## config.mk

```make
export PLATFORM = sky130hd
export DESIGN_NAME = regex_dot_star_matcher_flat
export DESIGN_NICKNAME = d
export VERILOG_FILES = /design/src/sv/rdsm_pkg.sv /design/src/sv/rdsm_in_if.sv /design/src/sv/rdsm_out_if.sv /design/src/sv/rdsm_tokens.sv /design/src/sv/rdsm_active.sv /design/src/sv/regex_dot_star_matcher.sv /design/src/flat_wrapper.sv
export SDC_FILE = /design/constraint.sdc
export NUM_CORES = 1
export LEC_CHECK = 0
export BUFFER_PORTS_ARGS = -buffer_cell sky130_fd_sc_hd__clkbuf_2
export CAP_MARGIN = 20
export CORE_MARGIN = 2
export CORE_UTILIZATION = 45
export DETAILED_ROUTE_END_ITERATION = 10
export GPL_TIMING_DRIVEN = 0
export HOLD_SLACK_MARGIN = 0.15
export PLACE_DENSITY = 0.69
export SKIP_CTS_REPAIR_TIMING = 1
export SYNTH_ARGS = -nofsm -noshare
export SYNTH_HDL_FRONTEND = slang
export SYNTH_HIERARCHICAL = 1
export SYNTH_SLANG_ARGS = --single-unit
```

## constraint.sdc

```tcl
create_clock -name clk -period 8.8 [get_ports clk]
set_clock_uncertainty 0.05 [all_clocks]
set_input_delay 1.76 -clock clk [delete_from_list [all_inputs] [get_ports clk]]
set_output_delay 1.76 -clock clk [all_outputs]
set_load 0.02 [all_outputs]
```

## src/sv/rdsm_pkg.sv

```systemverilog
// Shared types, codes and constants of the dot-star regular expression matcher.
`default_nettype none

package rdsm_pkg;

  // Default size of the token store.
  localparam int unsigned MAX_TOKENS_DEF = 32;

  // Widths of the channel payload fields.
  localparam int unsigned OP_W     = 3;
  localparam int unsigned BYTE_W   = 8;
  localparam int unsigned STATUS_W = 2;

  // Pattern metacharacters.
  localparam logic [BYTE_W-1:0] DOT_BYTE  = 8'h2E;
  localparam logic [BYTE_W-1:0] STAR_BYTE = 8'h2A;

  // Command codes carried in the operation field.
  typedef enum logic [OP_W-1:0] {
    OP_CLEAR  = 3'd0,
    OP_APPEND = 3'd1,
    OP_START  = 3'd2,
    OP_BYTE   = 3'd3,
    OP_END    = 3'd4
  } op_t;

  // Pattern status codes.
  typedef enum logic [STATUS_W-1:0] {
    ST_OK       = 2'd0,
    ST_OVERFLOW = 2'd1,
    ST_BAD_STAR = 2'd2
  } status_t;

  // Decoded command strobes, each valid for one processing cycle.
  typedef struct packed {
    logic clear;
    logic append;
    logic start;
    logic step;
    logic finish;
  } cmd_t;

endpackage : rdsm_pkg

`default_nettype wire

```

## src/sv/rdsm_in_if.sv

```systemverilog
// Command channel interface: operation code and byte with valid/ready.
`default_nettype none

interface rdsm_in_if;
  import rdsm_pkg::*;

  logic              valid;
  logic              ready;
  logic [OP_W-1:0]   operation;
  logic [BYTE_W-1:0] byte_value;

  modport source (output valid, output operation, output byte_value, input ready);
  modport sink   (input valid, input operation, input byte_value, output ready);

endinterface : rdsm_in_if

`default_nettype wire

```

## src/sv/rdsm_out_if.sv

```systemverilog
// Result channel interface: match flag and pattern status with valid/ready.
`default_nettype none

interface rdsm_out_if;
  import rdsm_pkg::*;

  logic                valid;
  logic                ready;
  logic                matched;
  logic [STATUS_W-1:0] status;

  modport source (output valid, output matched, output status, input ready);
  modport sink   (input valid, input matched, input status, output ready);

endinterface : rdsm_out_if

`default_nettype wire

```

## src/sv/rdsm_tokens.sv

```systemverilog
// Token store: pattern bytes, star flags, token count and sticky pattern status.
`default_nettype none

module rdsm_tokens #(
  parameter int unsigned MAX_TOKENS = rdsm_pkg::MAX_TOKENS_DEF
) (
  input  wire logic                                      clk,
  input  wire logic                                      rst,
  input  wire rdsm_pkg::cmd_t                            cmd,
  input  wire logic [rdsm_pkg::BYTE_W-1:0]               byte_value,
  output logic [MAX_TOKENS-1:0][rdsm_pkg::BYTE_W-1:0]    tok_bytes,
  output logic [MAX_TOKENS-1:0]                          tok_starred,
  output logic [$clog2(MAX_TOKENS+1)-1:0]                count,
  output rdsm_pkg::status_t                              status
);
  import rdsm_pkg::*;

  localparam int unsigned CNT_W = $clog2(MAX_TOKENS + 1);
  localparam int unsigned IDX_W = (MAX_TOKENS > 1) ? $clog2(MAX_TOKENS) : 1;

  logic [CNT_W-1:0]      count_next;
  status_t               status_next;
  logic [MAX_TOKENS-1:0] tok_starred_next;
  logic                  byte_we;
  logic                  is_star;
  logic [CNT_W-1:0]      count_dec;
  logic [IDX_W-1:0]      wr_idx;
  logic [IDX_W-1:0]      last_idx;

  assign is_star   = (byte_value == STAR_BYTE);
  assign count_dec = count - CNT_W'(1);
  assign wr_idx    = count[IDX_W-1:0];
  assign last_idx  = count_dec[IDX_W-1:0];

  // Append and clear handling. The first error since the last clear sticks.
  always_comb begin
    count_next       = count;
    status_next      = status;
    tok_starred_next = tok_starred;
    byte_we          = 1'b0;
    if (cmd.clear) begin
      count_next       = '0;
      status_next      = ST_OK;
      tok_starred_next = '0;
    end else if (cmd.append) begin
      if (is_star) begin
        // A star needs a plain token right before it.
        if ((count == '0) || tok_starred[last_idx]) begin
          if (status == ST_OK) begin
            status_next = ST_BAD_STAR;
          end
        end else begin
          tok_starred_next[last_idx] = 1'b1;
        end
      end else if (count == CNT_W'(MAX_TOKENS)) begin
        if (status == ST_OK) begin
          status_next = ST_OVERFLOW;
        end
      end else begin
        tok_starred_next[wr_idx] = 1'b0;
        byte_we                  = 1'b1;
        count_next               = count + CNT_W'(1);
      end
    end
  end

  // Control state.
  always_ff @(posedge clk) begin
    if (rst) begin
      count       <= '0;
      status      <= ST_OK;
      tok_starred <= '0;
    end else begin
      count       <= count_next;
      status      <= status_next;
      tok_starred <= tok_starred_next;
    end
  end

  // Pattern bytes are only read below the token count, so they need no reset.
  always_ff @(posedge clk) begin
    if (byte_we) begin
      tok_bytes[wr_idx] <= byte_value;
    end
  end

endmodule : rdsm_tokens

`default_nettype wire

```

## src/sv/rdsm_active.sv

```systemverilog
// Active position set: star closure, one-byte step and the end-of-pattern check.
`default_nettype none

module rdsm_active #(
  parameter int unsigned MAX_TOKENS = rdsm_pkg::MAX_TOKENS_DEF
) (
  input  wire logic                                      clk,
  input  wire logic                                      rst,
  input  wire rdsm_pkg::cmd_t                            cmd,
  input  wire logic [rdsm_pkg::BYTE_W-1:0]               byte_value,
  input  wire logic [MAX_TOKENS-1:0][rdsm_pkg::BYTE_W-1:0] tok_bytes,
  input  wire logic [MAX_TOKENS-1:0]                     tok_starred,
  input  wire logic [$clog2(MAX_TOKENS+1)-1:0]           count,
  output logic                                           final_hit
);
  import rdsm_pkg::*;

  localparam int unsigned CNT_W = $clog2(MAX_TOKENS + 1);
  localparam int unsigned LVL   = $clog2(MAX_TOKENS + 1);

  logic [MAX_TOKENS:0]          act;
  logic [MAX_TOKENS:0]          act_next;
  logic [MAX_TOKENS:0]          closed;
  logic [MAX_TOKENS:0]          step_next;
  logic [MAX_TOKENS-1:0]        live;
  logic [MAX_TOKENS-1:0]        hit;
  logic [LVL:0][MAX_TOKENS:0]   gen;
  logic [LVL:0][MAX_TOKENS:0]   prop;

  // A token position is live when it lies below the token count.
  always_comb begin
    for (int i = 0; i < MAX_TOKENS; i++) begin
      live[i] = (count > CNT_W'(i));
    end
  end

  // Star closure is a carry chain: an active position generates, and a
  // live starred token propagates into the position after it. A
  // parallel-prefix network resolves it in log2 levels.
  always_comb begin
    gen[0]     = act;
    prop[0][0] = 1'b0;
    for (int j = 1; j <= MAX_TOKENS; j++) begin
      prop[0][j] = tok_starred[j-1] & live[j-1];
    end
    for (int l = 0; l < LVL; l++) begin
      for (int j = 0; j <= MAX_TOKENS; j++) begin
        if (j >= (1 << l)) begin
          gen[l+1][j]  = gen[l][j] | (prop[l][j] & gen[l][j-(1<<l)]);
          prop[l+1][j] = prop[l][j] & prop[l][j-(1<<l)];
        end else begin
          gen[l+1][j]  = gen[l][j];
          prop[l+1][j] = prop[l][j];
        end
      end
    end
    closed = gen[LVL];
  end

  // One subject byte: a matching starred token stays, a plain one advances.
  always_comb begin
    step_next = '0;
    for (int i = 0; i < MAX_TOKENS; i++) begin
      hit[i] = closed[i] & live[i] &
               ((tok_bytes[i] == DOT_BYTE) || (tok_bytes[i] == byte_value));
      if (tok_starred[i]) begin
        step_next[i]   = step_next[i] | hit[i];
      end else begin
        step_next[i+1] = hit[i];
      end
    end
  end

  // The whole pattern is consumed when the position after the last token is set.
  assign final_hit = closed[count];

  // Next active set.
  always_comb begin
    act_next = act;
    if (cmd.clear || cmd.append || cmd.start) begin
      act_next = (MAX_TOKENS + 1)'(1);
    end else if (cmd.step) begin
      act_next = step_next;
    end
  end

  always_ff @(posedge clk) begin
    if (rst) begin
      act <= (MAX_TOKENS + 1)'(1);
    end else begin
      act <= act_next;
    end
  end

endmodule : rdsm_active

`default_nettype wire

```

## src/sv/regex_dot_star_matcher.sv

```systemverilog
// Top level of the dot-star regular expression matcher.
//
// Usage: commands arrive on the cmd channel, one per transfer. Clear empties
// the pattern, append adds one pattern byte ('.' matches any byte, '*' repeats
// the token before it), start begins a subject, byte feeds one subject byte and
// end asks for the verdict. Only end produces a transfer on the result channel,
// carrying matched and the pattern status (ok, overflow, misplaced star).
// A command is captured in the input register at its cmd transfer; a
// non-end command is processed in the following cycle, an end command once the
// result register is free, which then registers its verdict. Throughput is one
// command per cycle while no end command waits for the result register, as the
// closure and step logic covers all token positions combinationally. Reset
// empties the pattern, clears the status, resets the active set to the first
// position and drops any pending result. When the receiver stalls, the result
// stays in its register and non-end commands keep flowing; an end command
// waits in the input register, cmd.ready low, until the result register frees.
`default_nettype none

module regex_dot_star_matcher #(
  parameter int unsigned MAX_TOKENS = rdsm_pkg::MAX_TOKENS_DEF
) (
  input  wire logic  clk,
  input  wire logic  rst,
  rdsm_in_if.sink    cmd,
  rdsm_out_if.source result
);
  import rdsm_pkg::*;

  localparam int unsigned CNT_W = $clog2(MAX_TOKENS + 1);

  logic                               in_valid;
  op_t                                in_op;
  logic [BYTE_W-1:0]                  in_byte;
  logic                               out_free;
  logic                               proc_fire;
  cmd_t                               dec;
  cmd_t                               proc_cmd;
  logic [MAX_TOKENS-1:0][BYTE_W-1:0]  tok_bytes;
  logic [MAX_TOKENS-1:0]              tok_starred;
  logic [CNT_W-1:0]                   count;
  status_t                            status;
  logic                               final_hit;
  logic                               out_valid;
  logic                               out_matched;
  status_t                            out_status;

  // Decode the held command.
  always_comb begin
    dec = '0;
    case (in_op)
      OP_CLEAR:  dec.clear  = 1'b1;
      OP_APPEND: dec.append = 1'b1;
      OP_START:  dec.start  = 1'b1;
      OP_BYTE:   dec.step   = 1'b1;
      OP_END:    dec.finish = 1'b1;
      default:   dec        = '0;
    endcase
  end

  // The held command is processed unless it needs a result slot that is taken.
  assign out_free  = !out_valid || result.ready;
  assign proc_fire = in_valid && (!dec.finish || out_free);
  assign proc_cmd  = proc_fire ? dec : '0;
  assign cmd.ready = !in_valid || proc_fire;

  // Input register.
  always_ff @(posedge clk) begin
    if (rst) begin
      in_valid <= 1'b0;
    end else if (cmd.ready) begin
      in_valid <= cmd.valid;
    end
  end

  always_ff @(posedge clk) begin
    if (cmd.ready && cmd.valid) begin
      in_op   <= op_t'(cmd.operation);
      in_byte <= cmd.byte_value;
    end
  end

  rdsm_tokens #(
    .MAX_TOKENS (MAX_TOKENS)
  ) u_tokens (
    .clk         (clk),
    .rst         (rst),
    .cmd         (proc_cmd),
    .byte_value  (in_byte),
    .tok_bytes   (tok_bytes),
    .tok_starred (tok_starred),
    .count       (count),
    .status      (status)
  );

  rdsm_active #(
    .MAX_TOKENS (MAX_TOKENS)
  ) u_active (
    .clk         (clk),
    .rst         (rst),
    .cmd         (proc_cmd),
    .byte_value  (in_byte),
    .tok_bytes   (tok_bytes),
    .tok_starred (tok_starred),
    .count       (count),
    .final_hit   (final_hit)
  );

  // Result register: loaded by an end command, emptied by a result transfer.
  always_ff @(posedge clk) begin
    if (rst) begin
      out_valid <= 1'b0;
    end else if (proc_cmd.finish) begin
      out_valid <= 1'b1;
    end else if (result.ready) begin
      out_valid <= 1'b0;
    end
  end

  always_ff @(posedge clk) begin
    if (proc_cmd.finish) begin
      out_matched <= final_hit && (status == ST_OK);
      out_status  <= status;
    end
  end

  assign result.valid   = out_valid;
  assign result.matched = out_matched;
  assign result.status  = out_status;

endmodule : regex_dot_star_matcher

`default_nettype wire
```

## src/flat_wrapper.sv

```systemverilog
// flat-port wrapper written by rule: the top's interface ports become plain ports
module regex_dot_star_matcher_flat import rdsm_pkg::*;
#(
  parameter int unsigned MAX_TOKENS = rdsm_pkg::MAX_TOKENS_DEF
)
  (clk, rst, cmd_valid, cmd_operation, cmd_byte_value, cmd_ready, result_valid, result_matched, result_status, result_ready);
  rdsm_in_if cmd_i ();
  rdsm_out_if result_i ();
  input  wire logic clk;
  input  wire logic rst;
  input wire logic [$bits(cmd_i.valid)-1:0] cmd_valid;
  input wire logic [$bits(cmd_i.operation)-1:0] cmd_operation;
  input wire logic [$bits(cmd_i.byte_value)-1:0] cmd_byte_value;
  output wire logic [$bits(cmd_i.ready)-1:0] cmd_ready;
  output wire logic [$bits(result_i.valid)-1:0] result_valid;
  output wire logic [$bits(result_i.matched)-1:0] result_matched;
  output wire logic [$bits(result_i.status)-1:0] result_status;
  input wire logic [$bits(result_i.ready)-1:0] result_ready;
  assign cmd_i.valid = cmd_valid;
  assign cmd_i.operation = cmd_operation;
  assign cmd_i.byte_value = cmd_byte_value;
  assign cmd_ready = cmd_i.ready;
  assign result_valid = result_i.valid;
  assign result_matched = result_i.matched;
  assign result_status = result_i.status;
  assign result_i.ready = result_ready;
  regex_dot_star_matcher #(.MAX_TOKENS(MAX_TOKENS)) u_core (.clk(clk), .rst(rst), .cmd(cmd_i), .result(result_i));
endmodule
```

Word-level counts from Yosys, hierarchy flattened
Index checks and enable logic that the tools add are counted.
{ "totals": {"ff_bits": 345, "out_inout_bits": 5, "wordCells": 810} }
{ "classes": {"n_addsub": 2, "magnitude_cmp": 37, "eq_ne": 73, "muxes": 95, "bitwise_logic": 505, "n_reduce_logical": 56} }
{ "op_table": {"columns": ["cell", "count"], "rows": [
  ["AND 1 bit", 334],
  ["== test 8 x 6 -> 1 bit, second input constant", 33],
  ["bitwise mux 256 bit", 1],
  ["== test 8 bit", 32],
  ["bitwise OR 1 bit", 166],
  ["greater-than comparator 6 x 5 -> 1 bit, second input constant", 16],
  ["2-to-1 mux 32 bit", 3],
  ["2-to-1 mux 1 bit", 79],
  ["greater-than comparator 6 x 4 -> 1 bit, second input constant", 8],
  ["demux 8 bit (select 5 bit)", 1],
  ["logical OR 1 bit", 38],
  ["AND 32 bit", 1],
  ["NOT 32 bit", 1],
  ["bitwise OR 32 bit", 1],
  ["greater-than comparator 6 x 3 -> 1 bit, second input constant", 4],
  ["greater-than comparator 6 x 1 -> 1 bit, second input constant", 2],
  ["greater-than comparator 6 x 2 -> 1 bit, second input constant", 2],
  ["less-than comparator 5 x 6 -> 1 bit, second input constant", 2],
  ["demux 1 bit (select 5 bit)", 2],
  [">= comparator 5 x 1 -> 1 bit, second input constant", 2],
  ["2-to-1 mux 2 bit", 5],
  ["2-to-1 mux 8 bit", 1],
  ["less-than comparator 6 x 7 -> 1 bit, second input constant", 1],
  ["adder 6 x 1 -> 6 bit, second input constant", 1],
  ["20 further kinds", 32]
]} }

Depth between registers and ports, before layout
{ "depth": {"word_depth": 16, "mapped_depth": 14, "ltp_nobuf": 11} }

Hierarchy
Netlist, hierarchy kept.
{ "modules_own_cells": {"columns": ["mod", "instances", "cells_per_inst", "area_per_inst_um2", "seq_area_each_um2"], "rows": [
  ["rdsm_tokens", 1, 562, 10168.5, 8488.1],
  ["rdsm_active", 1, 1058, 7498.4, 660.6],
  ["regex_dot_star_matcher", 1, 34, 605.6, 460.4]
]} }

Least setup slack after synthesis
Ideal clock, no wire load.
{ "synth_path": {"kind": "in2out", "from": "input port result_ready", "to": "output port cmd_ready", "arrival_time_ns": 2.117, "required_time_ns": 6.990, "setup_slack_ns": 4.873, "stages": 2, "n_path_buf": 0, "cell_sequence": "nor2b_1 nand2_1"} }
{ "synth_between": {"elab_chain_len": 4} }
{ "synth_lines": {"columns": ["item", "line", "rtl"], "rows": [
  ["from (decl)", "flat_wrapper.sv:18", "input wire logic [$bits(result_i.ready)-1:0] result_ready;"],
  ["logical OR 1 bit", "regex_dot_star_matcher.sv:61", "assign out_free = !out_valid || result.ready;"],
  ["logical OR 1 bit", "regex_dot_star_matcher.sv:62", "assign proc_fire = in_valid && (!dec.finish || out_free);"],
  ["logical AND 1 bit", "regex_dot_star_matcher.sv:62", null],
  ["logical OR 1 bit", "regex_dot_star_matcher.sv:64", "assign cmd.ready = !in_valid || proc_fire;"],
  ["to (decl)", "flat_wrapper.sv:14", "output wire logic [$bits(cmd_i.ready)-1:0] cmd_ready;"]
]} }
No other way between the ends.

Worst setup path after layout
{ "layout_path": {"from": "register u_core.u_tokens.count[0]", "to": "register u_core/u_tokens/tok_bytes[155] (netlist bit), enable pin"} }
{ "layout_between": {"elab_chain_len": 5} }
{ "layout_lines": {"columns": ["item", "line", "rtl"], "rows": [
  ["from (decl)", "rdsm_tokens.sv:13", "output logic [$clog2(MAX_TOKENS+1)-1:0] count,"],
  ["from (signal assigned)", "rdsm_tokens.sv:74", "count <= count_next;"],
  ["== test 6 bit", "rdsm_tokens.sv:55", "end else if (count == CNT_W'(MAX_TOKENS)) begin"],
  ["2-to-1 mux 1 bit", "rdsm_tokens.sv:55", null],
  ["2-to-1 mux 1 bit", "rdsm_tokens.sv:46", "if (is_star) begin"],
  ["2-to-1 mux 1 bit", "rdsm_tokens.sv:45", "end else if (cmd.append) begin"],
  ["2-to-1 mux 1 bit", "rdsm_tokens.sv:41", "if (cmd.clear) begin"],
  ["to (signal, indexed assignment)", "rdsm_tokens.sv:83", "tok_bytes[wr_idx] <= byte_value;"],
  ["to (decl)", "rdsm_tokens.sv:11", "output logic [MAX_TOKENS-1:0][rdsm_pkg::BYTE_W-1:0] tok_bytes,"]
]} }
No other way between the ends.
A chain may end at the register's enable or synchronous reset.

==> metrics <==
Commonest cells post-synth=edfxtp_1, xnor2_1, xor2_1; Req. time, crit path=8.93 ns; Yosys reg bits=345; RSZ-0062 raised after global routing=false; initial antenna violation count=1; EDFF count, synth=270; Max Root-Sink Buffers=3; startpoint types=flop; fraction of registers with async set/reset=0%; Worst setup startpoint=u_core/u_tokens/count[0]; most common flop cell mapped by yosys=edfxtp_1; first-pass GRT wire length=83400 µm; hpwl dp=40300 µm; Synth area leaders=edfxtp_1, dfxtp_1, xnor2_1; post-route cell area=20500 µm²; internal power=0.00267 W; top-area cell type share of the netlist area=44.4%; post-route ant nets=0; Max FO, Critical Path=10; CTS tree=done; Gate power share=5.4%; Vias=14200; Multi-input gate area=8050 µm²; Seq. cell area=9610 µm²; worst-path cell chain=buf_2 > buf_6 > inv_1 > ha_1 > and2_1 > a221oi_1 > nand2_1 > or2_2 > clkbuf_1 > nor2_1; most frequent cell after synthesis=edfxtp_1; CTS H-tree depth=2; Reg clk slew, reported paths=0.06 ns; Clock Power Share=43.1%; period utilization=55.5%; Max-slew headroom=18.3%; sw frac=22.7%; TritonCTS Buffers=37; root buf cell=clkbuf_16; drt pass-1 iters=6; final hold vios=0; share of cells above drive strength 1=8.73%; mean cell area of the mapped netlist=11.0 µm²; post-synth net total=1676; Cell Rows=73; total clock sinks=345; LEAKAGE=6.32 nW; number of global-route vias before repair=13700; clk_lat worst skew=0.56 ns; Synth Warn #=6; setup TNS=0 ns; Final Setup Violations=0; Seq/Total Area, Yosys=52.6%; placed cell area=19300 µm²; n_diodes=0; FF-to-FF End=u_core/u_tokens/tok_bytes[155]; Worst Setup End Kind=flop; sequential share of power=51.5%; NetSw=0.000783 W; crit path max-delay cell type=a221oi_1; Starting Density=45.8%; post-DR vias/cell=6.23; Routed WL=56300 µm; Min-Delay Path Class=flop to flop; Post-layout nets=1748; Core Area=39900 µm²; max-slew violation count=0; power density over the cells=169 nW/µm²; Reg2Reg Depth=10; FF-to-FF setup slack=3.92 ns; Congestion Overflow GR=0; number of library cell types mapped by synthesis=91; max cap viols=0; Tightest Pin Transition=1.22 ns; min Tclk post-route=4.88 ns; Fmax=205 MHz; WL/cell=24.7 µm; largest stage delay on the critical path=0.73 ns; Setup Crit Path Kind=flop to flop; DRC violations left=0; gr usage total=26.5%; die area=42200 µm²; routability cong.=0.971; status=finished, final reports clean; IO Count=20; die width=206 µm; Worst Setup EP=u_core/u_tokens/tok_bytes[155]; crit path DAT=5.01 ns; reg2reg start=u_core/u_tokens/count[0]; largest net degree at the start of global routing=21; Peak VDD IR=204 µV; Yosys top cell by area=edfxtp_1; Mapped Cells=1654; Port Buf Inserts=19; Syn-to-layout area delta=12.1%; vertical die dimension=206 µm; number of fill cells=3413; drt initial violations=1445; Syn Std Cell Area=18300 µm²
-- layer usage --
| metal | up-vias | wire [µm] | GRT usage [%] |
|---|---|---|---|
| met2 | 692 | 26000 | 42.7 |
| met3 | 127 | 5010 | 4.97 |
| li1 | 6399 | - | - |
| met5 | - | 11 | 0 |
| met4 | 2 | 2050 | 9.69 |
| met1 | 6963 | 23200 | 35.6 |
-- cells in the final DEF, fill, tap and decap left out, drive strengths merged, types with 31 or more instances in the layout --
master and n:
o21ai 80, a21oi 91, dfxtp 75, nor2 114, nand2 61, nand4 67, buf 66, nor3 38
a211oi 34, edfxtp 270, inv 44, xor2 133, clkbuf 112, xnor2 133, nand3 31, nor4 58
-- sequential cells by signal, summed over array words and instances, names as in the netlist --
signal	flops
u_core/u_active/act	33
u_core/u_tokens/tok_starred	32
u_core/u_tokens/count	6
u_core/result.matched	1
u_core/u_tokens/tok_bytes	256
u_core/result.valid	1
u_core/in_byte	8
u_core/in_valid	1
u_core/u_tokens/status	2
u_core/result.status	2
u_core/in_op	3
-- worst min path at each step --
| stage | from | end | cells after the start |
|---|---|---|---|
| final | u_core/u_active/act[32] | u_core/u_active/act[32] | 2 |
| after global routing | u_core/u_active/act[32] | u_core/u_active/act[32] | 2 |
| after CTS | u_core/u_active/act[29] | u_core/u_active/act[29] | 2 |
| after detailed placement | u_core/u_active/act[29] | u_core/u_active/act[29] | 2 |
| after global placement | u_core/u_active/act[32] | u_core/u_active/act[32] | 2 |
| after floorplan | u_core/u_active/act[32] | u_core/u_active/act[32] | 2 |
-- area by class of cell --
class / count / share of cell area (%)
Sequential cell: 345 / 46.9
Multi-Input combinational cell: 1166 / 39.3
Clock buffer: 46 / 4.68
Tap cell: 525 / 3.21
Buffer: 99 / 2.17
Timing Repair Buffer: 33 / 1.98
Clock inverter: 19 / 0.953
Inverter: 44 / 0.806
-- power groups by stage --
stage | clock, W | sequential [W] | combinational [W]
2_1_floorplan | 0 | 0.00181 | 0.000105
3_3_place_gp | 0 | 0.00183 | 0.000148
3_5_place_dp | 0 | 0.00181 | 0.000183
4_1_cts | 0.00151 | 0.00178 | 0.000183
5_1_grt | 0.00158 | 0.00178 | 0.000197
6_report | 0.00149 | 0.00178 | 0.000187
-- cell families after synthesis --
group	after synthesis	synth area share [%]
compound gates	369	14.0
buf+inv	143	3.33
simple gates	513	15.6
mux	11	1.23
flops	345	52.6
xor+xnor	266	12.7
fa+ha+maj	7	0.479
-- metrics by stage --
| stage | util [%] | hold WS [ns] | total power (W) | worst slack [ns] | cells |
|---|---|---|---|---|---|
| final | 51.3 | 0.430 | 0.00346 | 3.92 | 2277 |
| after global routing | 51.3 | 0.455 | 0.00356 | 3.60 | 2277 |
| after CTS | 51.3 | 0.432 | 0.00348 | 3.98 | 2276 |
| after detailed placement | 48.4 | 0.422 | 0.00200 | 3.98 | 2211 |
| after global placement | 47.7 | 0.395 | 0.00198 | 3.45 | 2198 |
| after floorplan | - | 0.382 | 0.00192 | 4.87 | 1654 |
-- critical path, delay by kind of cell (launching register included) --
kind / cells / cell delay (ns)
simple gates: 4 / 1.80
fa+ha+maj: 1 / 0.33
buf+inv: 4 / 0.98
flops: 1 / 0.60
compound gates: 1 / 0.73
Note: power is estimated with default switching activity, not from simulation.
